--- src/rtl/core/fit_policy_block_allocator_top_assert.svh ---
// Assertion macros for the fit policy block allocator.
`ifndef FIT_POLICY_BLOCK_ALLOCATOR_TOP_ASSERT_SVH
`define FIT_POLICY_BLOCK_ALLOCATOR_TOP_ASSERT_SVH

// Same-cycle implication, sampled on clk, off during reset.
`define FPBA_ASSERT_IMP(lbl, ante, cons, msg) \
    lbl: assert property (@(posedge clk) disable iff (!rst_n) (ante) |-> (cons)) \
        else $error(msg);

// Next-cycle implication, sampled on clk, off during reset.
`define FPBA_ASSERT_NEXT(lbl, ante, cons, msg) \
    lbl: assert property (@(posedge clk) disable iff (!rst_n) (ante) |=> (cons)) \
        else $error(msg);

`endif

--- src/rtl/core/fpba_pkg.sv ---
// Package with sizes, codes and sequencer states for the block allocator.
`timescale 1ns / 1ps
`default_nettype none

package fpba_pkg;

    localparam int NUM_BLOCKS = 16;
    localparam int SIZE_WIDTH = 16;
    localparam int IDX_W      = (NUM_BLOCKS > 1) ? $clog2(NUM_BLOCKS) : 1;
    localparam int CNT_W      = $clog2(NUM_BLOCKS + 1);

    localparam int IN_SIZE_W  = 16;
    localparam int OUT_IDX_W  = 4;
    localparam int OUT_REM_W  = 16;
    localparam int MODE_W     = 2;

    localparam logic [MODE_W-1:0] MODE_FIRST = 2'd0;
    localparam logic [MODE_W-1:0] MODE_BEST  = 2'd1;
    localparam logic [MODE_W-1:0] MODE_WORST = 2'd2;

    localparam logic ACT_LOAD  = 1'b0;
    localparam logic ACT_ALLOC = 1'b1;

    typedef enum logic [1:0] {
        ST_IDLE,
        ST_SCAN,
        ST_FINISH
    } fpba_state_t;

endpackage

`default_nettype wire

--- src/rtl/core/fit_policy_block_allocator_top.sv ---
// Top level of the fit policy block allocator: free space table and scan sequencer.
`timescale 1ns / 1ps
`default_nettype none

// A load word (action 0) writes the next table entry in its accept cycle while
// the table is not full and gives no result; busy stays low. An allocate word
// (action 1) scans the loaded entries through one shared compare unit, one
// entry per cycle, then writes the chosen entry back if one fits: busy stays
// high until then (under the unused policy value the scan is skipped), and the
// result shows for one cycle, marked by done, in the cycle after that.
// The receiver cannot stall: done is high for exactly one cycle, and the result
// fields hold until the next result. Write cfg_data only while busy is low and
// no result is due.

module fit_policy_block_allocator_top (
    input  wire logic                               clk,
    input  wire logic                               rst_n,
    input  wire logic                               start,
    output logic                                    busy,
    input  wire logic                               action,
    input  wire logic [fpba_pkg::IN_SIZE_W-1:0]     size,
    output logic                                    done,
    output logic                                    granted,
    output logic [fpba_pkg::OUT_IDX_W-1:0]          block_index,
    output logic [fpba_pkg::OUT_REM_W-1:0]          remaining,
    input  wire logic                               cfg_valid,
    output logic                                    cfg_ready,
    input  wire logic [fpba_pkg::MODE_W-1:0]        cfg_data
);

    fpba_pkg::fpba_state_t state_reg, state_next;

    logic [fpba_pkg::MODE_W-1:0]     mode_reg;
    logic [fpba_pkg::CNT_W-1:0]      count_reg, count_next;
    logic [fpba_pkg::CNT_W-1:0]      scan_reg, scan_next;
    logic                            found_reg, found_next;
    logic [fpba_pkg::IDX_W-1:0]      pick_reg, pick_next;
    logic [fpba_pkg::SIZE_WIDTH-1:0] best_reg, best_next;
    logic [fpba_pkg::SIZE_WIDTH-1:0] req_reg, req_next;

    logic                            done_reg, done_next;
    logic                            granted_reg, granted_next;
    logic [fpba_pkg::OUT_IDX_W-1:0]  index_reg, index_next;
    logic [fpba_pkg::OUT_REM_W-1:0]  remaining_reg, remaining_next;

    logic [fpba_pkg::SIZE_WIDTH-1:0] mem [fpba_pkg::NUM_BLOCKS];
    logic                            mem_we;
    logic [fpba_pkg::IDX_W-1:0]      mem_waddr;
    logic [fpba_pkg::SIZE_WIDTH-1:0] mem_wdata;

    logic [fpba_pkg::SIZE_WIDTH-1:0] avail_reg;
    logic [fpba_pkg::SIZE_WIDTH-1:0] diff;
    logic                            fits;
    logic                            take;
    logic                            accept;

    assign accept    = start && (state_reg == fpba_pkg::ST_IDLE);
    assign busy      = (state_reg != fpba_pkg::ST_IDLE);
    assign cfg_ready = (state_reg == fpba_pkg::ST_IDLE);

    assign done        = done_reg;
    assign granted     = granted_reg;
    assign block_index = index_reg;
    assign remaining   = remaining_reg;

    assign diff  = best_reg - req_reg;
    assign fits  = (avail_reg >= req_reg);
    assign take  = fits && (!found_reg
                         || ((mode_reg == fpba_pkg::MODE_BEST)  && (avail_reg < best_reg))
                         || ((mode_reg == fpba_pkg::MODE_WORST) && (avail_reg > best_reg)));

    always_ff @(posedge clk)
    begin
        if (mem_we)
        begin
            mem[mem_waddr] <= mem_wdata;
        end
        avail_reg <= mem[scan_next[fpba_pkg::IDX_W-1:0]];
    end

    always_ff @(posedge clk or negedge rst_n)
    begin
        if (!rst_n)
        begin
            state_reg <= fpba_pkg::ST_IDLE;
            mode_reg  <= fpba_pkg::MODE_FIRST;
            count_reg <= '0;
            done_reg  <= 1'b0;
        end
        else
        begin
            state_reg <= state_next;
            count_reg <= count_next;
            done_reg  <= done_next;
            if (cfg_valid && cfg_ready)
            begin
                mode_reg <= cfg_data;
            end
        end
    end

    always_ff @(posedge clk)
    begin
        scan_reg      <= scan_next;
        found_reg     <= found_next;
        pick_reg      <= pick_next;
        best_reg      <= best_next;
        req_reg       <= req_next;
        granted_reg   <= granted_next;
        index_reg     <= index_next;
        remaining_reg <= remaining_next;
    end

    always_comb
    begin
        state_next     = state_reg;
        count_next     = count_reg;
        scan_next      = scan_reg;
        found_next     = found_reg;
        pick_next      = pick_reg;
        best_next      = best_reg;
        req_next       = req_reg;
        done_next      = 1'b0;
        granted_next   = granted_reg;
        index_next     = index_reg;
        remaining_next = remaining_reg;
        mem_we         = 1'b0;
        mem_waddr      = count_reg[fpba_pkg::IDX_W-1:0];
        mem_wdata      = fpba_pkg::SIZE_WIDTH'(size);

        unique case (state_reg)
            fpba_pkg::ST_IDLE:
            begin
                if (accept)
                begin
                    if (action == fpba_pkg::ACT_LOAD)
                    begin
                        if (count_reg < fpba_pkg::CNT_W'(fpba_pkg::NUM_BLOCKS))
                        begin
                            mem_we     = 1'b1;
                            count_next = count_reg + 1'b1;
                        end
                    end
                    else
                    begin
                        req_next   = fpba_pkg::SIZE_WIDTH'(size);
                        scan_next  = '0;
                        found_next = 1'b0;
                        pick_next  = '0;
                        best_next  = '0;
                        if (mode_reg == fpba_pkg::MODE_FIRST
                            || mode_reg == fpba_pkg::MODE_BEST
                            || mode_reg == fpba_pkg::MODE_WORST)
                        begin
                            state_next = fpba_pkg::ST_SCAN;
                        end
                        else
                        begin
                            state_next = fpba_pkg::ST_FINISH;
                        end
                    end
                end
            end

            fpba_pkg::ST_SCAN:
            begin
                if (scan_reg >= count_reg)
                begin
                    state_next = fpba_pkg::ST_FINISH;
                end
                else
                begin
                    if (take)
                    begin
                        found_next = 1'b1;
                        pick_next  = scan_reg[fpba_pkg::IDX_W-1:0];
                        best_next  = avail_reg;
                    end
                    scan_next = scan_reg + 1'b1;
                end
            end

            fpba_pkg::ST_FINISH:
            begin
                done_next  = 1'b1;
                state_next = fpba_pkg::ST_IDLE;
                if (found_reg)
                begin
                    mem_we         = 1'b1;
                    mem_waddr      = pick_reg;
                    mem_wdata      = diff;
                    granted_next   = 1'b1;
                    index_next     = fpba_pkg::OUT_IDX_W'(pick_reg);
                    remaining_next = fpba_pkg::OUT_REM_W'(diff);
                end
                else
                begin
                    granted_next   = 1'b0;
                    index_next     = '0;
                    remaining_next = '0;
                end
            end

            default:
            begin
                state_next = fpba_pkg::ST_IDLE;
            end
        endcase
    end

`include "fit_policy_block_allocator_top_assert.svh"

    `FPBA_ASSERT_NEXT(a_finish_strobes, state_reg == fpba_pkg::ST_FINISH, done_reg, "finish gave no result strobe")
    `FPBA_ASSERT_NEXT(a_strobe_single, done_reg, !done_reg, "result strobe held past one cycle")
    `FPBA_ASSERT_IMP(a_denied_zero, done_reg && !granted_reg, index_reg == '0 && remaining_reg == '0, "denied result carries nonzero fields")
    `FPBA_ASSERT_IMP(a_pick_loaded, done_reg && granted_reg, fpba_pkg::CNT_W'(pick_reg) < count_reg, "granted block lies past the loaded entries")
    `FPBA_ASSERT_IMP(a_count_bound, 1'b1, count_reg <= fpba_pkg::CNT_W'(fpba_pkg::NUM_BLOCKS), "loaded count past capacity")

endmodule

`default_nettype wire

--- config.mk ---
export PLATFORM = sky130hd
export DESIGN_NAME = fit_policy_block_allocator_top
export DESIGN_NICKNAME = d
export VERILOG_FILES = /design/src/rtl/core/fpba_pkg.sv /design/src/rtl/core/fit_policy_block_allocator_top.sv
export VERILOG_INCLUDE_DIRS = /design/src /design/src/rtl/core
export SDC_FILE = /design/constraint.sdc
export NUM_CORES = 1
export LEC_CHECK = 0
export BUFFER_PORTS_ARGS = -buffer_cell sky130_fd_sc_hd__buf_2
export CAP_MARGIN = 20
export CELL_PAD_IN_SITES_DETAIL_PLACEMENT = 1
export CELL_PAD_IN_SITES_GLOBAL_PLACEMENT = 1
export CORE_AREA = 2 2 210 150
export CTS_CLUSTER_SIZE = 30
export DETAILED_ROUTE_END_ITERATION = 6
export DIE_AREA = 0 0 212 152
export PLACE_DENSITY = 0.76
export SYNTH_ARGS = -nofsm -noshare
export SYNTH_HDL_FRONTEND = slang
export SYNTH_SLANG_ARGS = --single-unit
--- constraint.sdc ---
create_clock -name clk -period 4.6 [get_ports clk]
set_clock_uncertainty 0.2 [all_clocks]
set_input_delay 0.46 -clock clk [delete_from_list [all_inputs] [get_ports clk]]
set_output_delay 0.46 -clock clk [all_outputs]
set_load 0.005 [all_outputs]
# Word-level counts from Yosys, hierarchy flattened
# Memory sizes are Yosys's and may differ from the RTL's. A register that Yosys moved wholly into a read port is not among the register bits.
# Cells that the tools add are included.
[totals]
regBits = 73
mem_bits_rw = 256
input_bits = 23
wordCells = 87
memories = 1
[op_classes]
add_sub_neg = 3
bitwise_logic = 1
reduce_logical = 19
magnitude_cmp = 5
eq_ne = 9
mux = 36
[mem_list]
columns = ["name", "words", "width", "rd", "rd_ports_with_merged_regs", "wr", "line_no", "source"]
rows = [
  ["mem", 16, 16, 1, 1, 1, "fit_policy_block_allocator_top.sv:46", "logic [fpba_pkg::SIZE_WIDTH-1:0] mem [fpba_pkg::NUM_BLOCKS];"],
]
[ops]
columns = ["operator", "n"]
rows = [
  ["$mux W16", 6],
  ["$pmux W16 S2", 1],
  ["$mux W4", 6],
  ["$ge A16 B16 Y1", 1],
  ["$gt A16 B16 Y1", 1],
  ["$lt A16 B16 Y1", 1],
  ["$sub A16 B16 Y16", 1],
  ["$mux W5", 3],
  ["$mux W1", 11],
  ["$add A5 B1 Y5 const B", 2],
  ["$pmux W5 S2", 1],
  ["$mux W2", 4],
  ["$ne A2 B2 Y1 const B", 4],
  ["$pmux W4 S2", 1],
  ["$reduce_and A4 Y1", 2],
  ["$reduce_and A3 Y1", 2],
  ["$ge A5 B5 Y1", 1],
  ["$logic_and A1 B1 Y1", 5],
  ["$lt A5 B5 Y1 const B", 1],
  ["$reduce_and A5 Y1", 1],
  ["$eq A2 B1 Y1 const B", 2],
  ["$eq A2 B2 Y1 const B", 2],
  ["$logic_not A2 Y1", 2],
  ["$logic_or A1 B1 Y1", 4],
  ["other kinds (6)", 8],
]

# Depth between registers and ports, before layout
# Gate-level depths: netlist (run 1).
[depth]
depth_word = 8
mapped_depth = 12

# Worst setup path before layout (run 1)
# OpenSTA, ideal clock, no wires.
[synth_timing]
kind = "register to register"
startpoint = "register best_reg[10] (netlist bit)"
endpoint = "register best_reg[0] (netlist bit), enable pin"
path_buffers = 0
setup_ps = 432
path_slack_ps = 594
arrival_time_ps = 3374
stages_incl_launch_ff = 9
period_less_slack_ps = 4006
cell_sequence = "edfxtp_1 > inv_1 > ha_1 > and3_1 > a221o_1 > a211oi_1 > o21ai_0 > mux2i_1 > a211oi_1"
[synth_between]
elab_chain_cells = 7
elab_cells_between_ends = 9
classes_between = "order compare (2); eq/ne (1); reduce/logical (6)"
[synth_lines]
columns = ["item", "line_no", "source"]
rows = [
  ["start, declared", "fit_policy_block_allocator_top.sv:38", "logic [fpba_pkg::SIZE_WIDTH-1:0] best_reg, best_next;"],
  ["start signal, assigned", "fit_policy_block_allocator_top.sv:107", "best_reg <= best_next;"],
  ["$lt A16 B16 Y1", "fit_policy_block_allocator_top.sv:69", "|| ((mode_reg == fpba_pkg::MODE_BEST) && (avail_reg < best_reg))"],
  ["$logic_and A1 B1 Y1", "fit_policy_block_allocator_top.sv:69", ""],
  ["$logic_or A1 B1 Y1", "fit_policy_block_allocator_top.sv:69", ""],
  ["$logic_or A1 B1 Y1 (*)", "fit_policy_block_allocator_top.sv:70", "|| ((mode_reg == fpba_pkg::MODE_WORST) && (avail_reg > best_reg)));"],
  ["$logic_and A1 B1 Y1 (*)", "fit_policy_block_allocator_top.sv:68", "assign take = fits && (!found_reg"],
  ["$ne A2 B2 Y1 (no line) (*)", "--", ""],
  ["$reduce_and A5 Y1 (no line) (*)", "--", ""],
]
# Every way passes the cells marked *; elsewhere a longest branch is shown, timed or not.
# A chain may end at the register's enable or synchronous reset.

# Worst setup path in the final report (run 1)
[layout_timing]
startpoint = "register req_reg[1] (netlist bit)"
endpoint = "memory mem[3][15] (netlist bit) (data pin)"
[layout_between]
elab_chain_cells = 3
[layout_lines]
columns = ["item", "line_no", "source"]
rows = [
  ["start, declared", "fit_policy_block_allocator_top.sv:39", "logic [fpba_pkg::SIZE_WIDTH-1:0] req_reg, req_next;"],
  ["start signal, assigned", "fit_policy_block_allocator_top.sv:108", "req_reg <= req_next;"],
  ["$sub A16 B16 Y16", "fit_policy_block_allocator_top.sv:66", "assign diff = best_reg - req_reg;"],
  ["$mux W16", "fit_policy_block_allocator_top.sv:187", "if (found_reg)"],
  ["$mux W16", "fit_policy_block_allocator_top.sv:131", "unique case (state_reg)"],
  ["net mem_wdata (one bit)", "fit_policy_block_allocator_top.sv:49", "logic [fpba_pkg::SIZE_WIDTH-1:0] mem_wdata;"],
  ["end, declared", "fit_policy_block_allocator_top.sv:46", ""],
]
# The timed path passes the listed nets, and every way through them passes these cells.

==> flow_metrics.py, run 1 <==
metrics = {
    "synthesis": {
        "synth-async-reset-ratio": 0.0290,
        "ys_ff_latch": 345,
        "synthesis.area_um2": 15000,
        "yosysTopAreaCell": "edfxtp_1",
        "synth_cell_type_count": 57,
        "synth_edf_count": 315,
        "avgSynthCellArea_um2": 13.2,
        "ys_seq_area_frac": 0.674,
        "synth_flop_cell": "edfxtp_1",
        "postSynthCellCount": 1135,
        "synth_warnings": 0,
        "synth_fp_nets": 1213,
        "synth_top_cell_area_share": 0.631,
        "synth.top_cells.by_area": "edfxtp_1 63%, nand2_1 5.6%, ha_1 4.5%",
    },
    "global_routing": {
        "grt_pass1_vias": 10100,
        "grt_overflow": 0,
        "grt_max_degree": 80,
        "antenna_found_initial": 0,
        "grt_usage": 0.256,
        "grt_pass1_wl_um": 61000,
    },
    "floorplan": {
        "die_area_um2": 32200,
        "row_count": 54,
        "initial_utilization": 0.492,
        "die_w_um": 212,
        "ios": 47,
        "core-area_um2": 30500,
        "die_y_um": 152,
    },
    "clocking": {
        "cts_tree": "done",
        "cts_hold_buf": 19,
        "cts_sinks": 345,
        "clk_pin_slew_ps": 60,
        "insertion_delay_ps": 540,
        "cts_made_buffers": 34,
        "ctsResizeCount": 0,
        "ctsLongestPathBuffers": 3,
        "post_cts_buffers": 0,
        "root_buffer": "clkbuf_16",
        "cts.htree.levels": 2,
    },
    "routing": {
        "vias": 9653,
        "drc": 0,
        "top_layer_used": "met4",
        "via_per_inst": 5.74,
        "wl_met1_um": 18900,
        "dr.pass1.iters": 5,
        "ant_nets": 0,
        "drtIter0Drc": 783,
        "wl_met2_um": 18400,
        "wl_met3_um": 2840,
        "wl_per_cell_um": 24.3,
        "routed_wl_um": 40800,
    },
    "place": {
        "place_congestion": 0.851,
        "placed_cell_area_um2": 15900,
        "port_buffers": 46,
        "hpwl_um": 25700,
        "post-place-ws_ps": 826,
    },
    "final_layout": {
        "seqCellArea_um2": 10100,
        "final_cell_area_um2": 17200,
        "drive_above_1_share": 0.153,
        "fin_nets": 1314,
        "largest_register_ffs": 256,
        "multiInputGateArea_um2": 4460,
        "regMostFlops": "mem",
        "n_fill_cell": 2996,
        "diodes": 0,
        "area_growth_pct": 14.9,
        "fin_util": 0.565,
    },
    "power_and_ir_drop": {
        "power.leakage_uw": 0.00660,
        "peakVddDrop_uv": 486,
        "power_density_nw_per_um2": 725,
        "power_uw": 12500,
    },
    "timing": {
        "period_needed_ps": 3810,
        "rsz0062_at_grt": "false",
        "fin_setup_tns_ps": 0,
        "worst_pin_slew_ps": 1010,
        "slew_headroom": 0.327,
        "hold_violations": 0,
        "max_freq_mhz": 262,
        "setup_viol_count_final": 0,
        "final_max_slew_viol_count": 0,
        "period_share": 0.829,
        "finalWorstSetupSlack_ps": 786,
    },
    "worst_setup_path": {
        "r2r_slack_ps": 790,
        "arrival_ps": 3810,
        "critical_path.max_fanout": 16,
        "crit_required_ps": 4590,
        "end_kind": "flop",
        "start_kind": "flop",
        "crit_type": "flop to flop",
    },
    "worst_hold_path": {
        "hold_class": "input pin to flop",
    },
    "job": {
        "maxCapViolCount": 0,
    },
    "outcome": {
        "status": "complete, no violations",
    },
}
-- where the power goes --
group	internal, uW	switching (uW)	total [uW]
registers	4030	282	4310
clock network	1680	1180	2860
logic	2020	3310	5330
total	7720	4770	12500
-- stage by stage --
step	hold slack [ps]	cells
after global placement	129	1601
after CTS	103	1681
final	114	1681
after detailed placement	132	1601
after global routing	109	1681
after floorplan	-35.6	1135
-- worst paths after layout --
check | cells after the start | from | end
min | 3 | cfg_valid | mode_reg[1]
min in group asynchronous | 2 | rst_n | count_reg[3]
max reg2reg | 10 | req_reg[1] | mem[3][15]
min reg2reg | 2 | count_reg[4] | count_reg[4]
max | 10 | req_reg[1] | mem[3][15]
max in group asynchronous | 2 | rst_n | done
-- logic make-up after synthesis --
| group | synth area share |
|---|---|
| AO/OA/AOI/OAI | 0.0719 |
| adder cells (fa/ha/maj) | 0.0464 |
| multiplexers | 0.0402 |
| flip-flops | 0.674 |
| buffers and inverters | 0.0322 |
| XOR/XNOR | 0.0111 |
| AND/OR/NAND/NOR | 0.124 |
-- cells in the final DEF, fill, tap and decap left out, types with 4 or more instances in the layout --
| master | instances |
|---|---|
| inv_1 | 50 |
| clkbuf_1 | 13 |
| nor2_1 | 31 |
| nor2_2 | 17 |
| edfxtp_1 | 315 |
| o21a_1 | 4 |
| a21o_1 | 8 |
| nor3_1 | 11 |
| nand2_1 | 224 |
| mux2i_1 | 35 |
| a21oi_1 | 20 |
| dfxtp_1 | 20 |
| buf_4 | 44 |
| o32ai_1 | 16 |
| and2_1 | 24 |
| a221o_1 | 17 |
| dfrtp_1 | 10 |
| and3_1 | 65 |
| o21ai_0 | 29 |
| dlygate4sd3_1 | 19 |
| xnor2_1 | 10 |
| nor2b_1 | 6 |
| nand3_1 | 5 |
| nand2b_1 | 6 |
| buf_2 | 46 |
| mux2_2 | 21 |
| clkbuf_8 | 6 |
| clkbuf_16 | 35 |
| xor2_1 | 9 |
| ha_1 | 54 |
| a31oi_1 | 37 |
-- per-layer routing --
layer	vias up	GRT usage
li1	4365	-
met1	4926	0.375
met2	309	0.396
met3	53	0.0486
met4	0	0.0654
met5	-	0
-- cell usage after synthesis, types with 5 or more instances --
| cell | n |
|---|---|
| xor2_1 | 9 |
| a31oi_1 | 37 |
| ha_1 | 54 |
| a221o_1 | 17 |
| and2_1 | 24 |
| a21oi_1 | 20 |
| a21o_1 | 8 |
| dfrtp_1 | 10 |
| buf_4 | 6 |
| edfxtp_1 | 315 |
| and3_1 | 65 |
| nor2_1 | 47 |
| mux2i_1 | 35 |
| nor3_1 | 12 |
| clkbuf_1 | 18 |
| buf_2 | 17 |
| mux2_2 | 21 |
| dfxtp_1 | 20 |
| inv_1 | 50 |
| nand2_1 | 224 |
| o32ai_1 | 16 |
| nor2b_1 | 7 |
| xnor2_1 | 10 |
| nand2b_1 | 6 |
| o21ai_0 | 29 |
| nand3_1 | 5 |
-- final cells by class --
type / count / area share
Sequential cell: 345 / 0.587
Multi-Input combinational cell: 691 / 0.259
Tap cell: 420 / 0.0305
Inverter: 52 / 0.0113
Timing Repair Buffer: 112 / 0.0471
Clock inverter: 7 / 0.00676
Clock buffer: 54 / 0.0585
-- worst max-delay path, stage by stage, from the launching register on --
cell      delay, ps
edfxtp_1        420
inv_1           110
ha_1            230
nor2b_1         140
o31a_1          290
o31a_1          310
o31a_1          280
a311o_1         410
o31ai_2         230
xnor2_1         120
o21ai_1         750
Note: power is estimated with default switching activity, not from simulation.
==> run 2: changes to the inputs <==
--- a/config.mk
+++ b/config.mk
@@ -10,11 +10,11 @@
 export CAP_MARGIN = 20
 export CELL_PAD_IN_SITES_DETAIL_PLACEMENT = 1
 export CELL_PAD_IN_SITES_GLOBAL_PLACEMENT = 1
-export CORE_AREA = 2 2 210 150
+export CORE_AREA = 2 2 217 155
 export CTS_CLUSTER_SIZE = 30
 export DETAILED_ROUTE_END_ITERATION = 6
-export DIE_AREA = 0 0 212 152
-export PLACE_DENSITY = 0.76
+export DIE_AREA = 0 0 219 157
+export PLACE_DENSITY = 0.74
 export SYNTH_ARGS = -nofsm -noshare
 export SYNTH_HDL_FRONTEND = slang
 export SYNTH_SLANG_ARGS = --single-unit
==> constraint.sdc (replaced) <==
create_clock -name clk -period 3.3 [get_ports clk]
set_clock_uncertainty 0.2 [all_clocks]
set_input_delay 0.33 -clock clk [delete_from_list [all_inputs] [get_ports clk]]
set_output_delay 0.33 -clock clk [all_outputs]
set_load 0.005 [all_outputs]
==> run 2 against run 1 <==
- critical path depth rose by 2
- count of clock-buffer cells in the layout down 3
- via count is 4.9% higher
- global-route usage is 1.4 points lower
- first-iteration DRC count is 26% higher
- sequential power grew 37%
- sequential share of layout area down 2.7 points
- cell count up 4.6%
- wire length is 4.1% higher
- clock power is 36% higher
- maximum frequency is 17% higher
==> flow_metrics.py, run 2 (same netlist as run 1, synthesis figures left out) <==
metrics = {
    "worst_setup_path": {
        "crit_required_ps": 3360,
        "arrival_ps": 3320,
        "r2r_cells": 12,
        "crit_chain": "ha_1 > buf_4 > nor2b_1 > o21a_1 > o21ai_2 > nand2b_1 > a2111oi_1 > nor3_1 > xnor2_1 > buf_4 > o21ai_0 > buf_4",
        "timing.critical_path.mode_cell": "buf_4",
        "r2r-start": "best_reg[2]",
        "start_kind": "flop",
        "timing.rr.end": "mem[0][8]",
        "critical_path.max_fanout": 16,
        "cp_slowest_stage_delay_ps": 480,
        "end_kind": "flop",
        "crit_type": "flop to flop",
        "worst_path_max_delay_cell": "a2111oi_1",
        "r2r_slack_ps": 30,
    },
    "floorplan": {
        "die_area_um2": 34400,
        "die_y_um": 157,
        "core-area_um2": 32100,
        "row_count": 55,
        "initial_utilization": 0.467,
        "die_w_um": 219,
        "ios": 47,
    },
    "global_routing": {
        "grt_usage": 0.243,
        "antenna_found_initial": 1,
        "grt_pass1_wl_um": 61800,
        "grt_max_degree": 63,
        "grt_pass1_vias": 10400,
        "grt_overflow": 0,
    },
    "routing": {
        "drc": 0,
        "vias": 10100,
        "dr.pass1.iters": 5,
        "wl_per_cell_um": 24.2,
        "ant_nets": 0,
        "via_per_inst": 5.76,
        "drtIter0Drc": 990,
        "routed_wl_um": 42500,
    },
    "power_and_ir_drop": {
        "peakVddDrop_uv": 507,
        "power.leakage_uw": 0.00705,
        "power_density_nw_per_um2": 1060,
    },
    "timing": {
        "period_share": 0.990,
        "hold_violations": 0,
        "worst_pin_slew_ps": 704,
        "max_freq_mhz": 306,
        "setup_viol_count_final": 0,
        "slew_headroom": 0.528,
        "period_needed_ps": 3270,
        "final_max_slew_viol_count": 0,
        "holdWs_ps": 21.8,
    },
    "final_layout": {
        "drive_above_1_share": 0.199,
        "layout_common_cells": "315 x edfxtp_1, 224 x nand2_1, 92 x buf_4",
        "area_growth_pct": 20.5,
        "fin_nets": 1384,
        "regMostFlops": "mem",
        "final_cell_area_um2": 18100,
        "largest_register_ffs": 256,
        "n_fill_cell": 3190,
        "final_common_cell": "edfxtp_1",
    },
    "place": {
        "placed_cell_area_um2": 16300,
        "port_buffers": 46,
        "place_congestion": 0.815,
        "hpwl_um": 27000,
    },
    "clocking": {
        "ctsLongestPathBuffers": 3,
        "root_buffer": "clkbuf_16",
        "cts_made_buffers": 34,
        "cts.htree.levels": 2,
        "clk_pin_slew_ps": 60,
        "insertion_delay_ps": 520,
        "cts_tree": "done",
        "cts_sinks": 345,
    },
    "worst_hold_path": {
        "hp-start": "cfg_valid",
        "hold_depth": 3,
        "hold_class": "input pin to flop",
        "whs_endpoint": "mode_reg[0]",
    },
    "outcome": {
        "status": "complete, no violations",
    },
    "job": {
        "maxCapViolCount": 0,
    },
}
==> run 2: worst max path at each step <==
| stage | end | startpoint | cells after the start | slack (ps) |
|---|---|---|---|---|
| 3_5_place_dp | mem[0][15] | req_reg[1] | 10 | -360 |
| 3_3_place_gp | mem[0][15] | req_reg[1] | 10 | -230 |
| 6_report | mem[0][8] | best_reg[2] | 12 | 30 |
| 5_1_grt | avail_reg[15] | count_reg[1] | 14 | -60 |
| 4_1_cts | mem[6][14] | req_reg[0] | 11 | -1 |
| 2_1_floorplan | best_reg[0] | best_reg[10] | 8 | 4 |
==> run 2: power by group <==
group	leakage, uW	internal, uW	total (uW)	switching (uW)
combinational	0.00336	4040	9410	5370
clock	0.000541	2270	3890	1610
sequential	0.00315	5610	5920	312
total	0.00705	11900	19200	7300
==> run 2: cell type report <==
| class | instances | area (um^2) | area share |
|---|---|---|---|
| Antenna cell | 1 | 2.50 | 0.000139 |
| Clock buffer | 51 | 1010 | 0.0559 |
| Clock inverter | 9 | 92.6 | 0.00513 |
| Inverter | 52 | 200 | 0.0111 |
| Multi-Input combinational cell | 691 | 4520 | 0.250 |
| Sequential cell | 345 | 10100 | 0.560 |
| Tap cell | 427 | 534 | 0.0296 |
| Timing Repair Buffer | 182 | 1590 | 0.0880 |
==> run 2: layer usage <==
metal / wire [um] / track usage / share of wire / up-vias
met3: 3010 / 0.0352 / 0.071 / 63
li1: - / - / - / 4504
met4: 714 / 0.0582 / 0.017 / 2
met2: 19500 / 0.393 / 0.46 / 367
met1: 19200 / 0.348 / 0.45 / 5191
met5: 34 / 0 / 0.00080 / -
==> run 2: per-stage QoR <==
| step | utilization | std cells | setup slack (ps) | power, uW | setup TNS (ps) |
|---|---|---|---|---|---|
| after floorplan | - | 1135 | 4.13 | 11200 | 0 |
| after global placement | 0.509 | 1650 | -231 | 13800 | -3700 |
| after detailed placement | 0.509 | 1650 | -359 | 14100 | -8820 |
| after CTS | 0.550 | 1732 | -1.19 | 18200 | -2.15 |
| after global routing | 0.563 | 1757 | -63.5 | 20200 | -1420 |
| final | 0.563 | 1758 | 32.5 | 19200 | 0 |
==> run 2: critical path: cells and delay by family (launching register included) <==
family / cells / cell delay [ps]
AO/OA/AOI/OAI: 4 / 980
buffers and inverters: 3 / 510
flip-flops: 1 / 400
AND/OR/NAND/NOR: 3 / 400
adder cells (fa/ha/maj): 1 / 330
XOR/XNOR: 1 / 180
==> run 2: repair_timing <==
action / 4_1_cts / 5_1_grt
endpoints found under the setup margin: 65 / 131
hold buffers: 21 / 0
gates cloned: 0 / 5
pin swaps: 2 / 14
resized for setup: 6 / 24
endpoints found under the hold margin: 28 / 0
setup buffers: 1 / 20
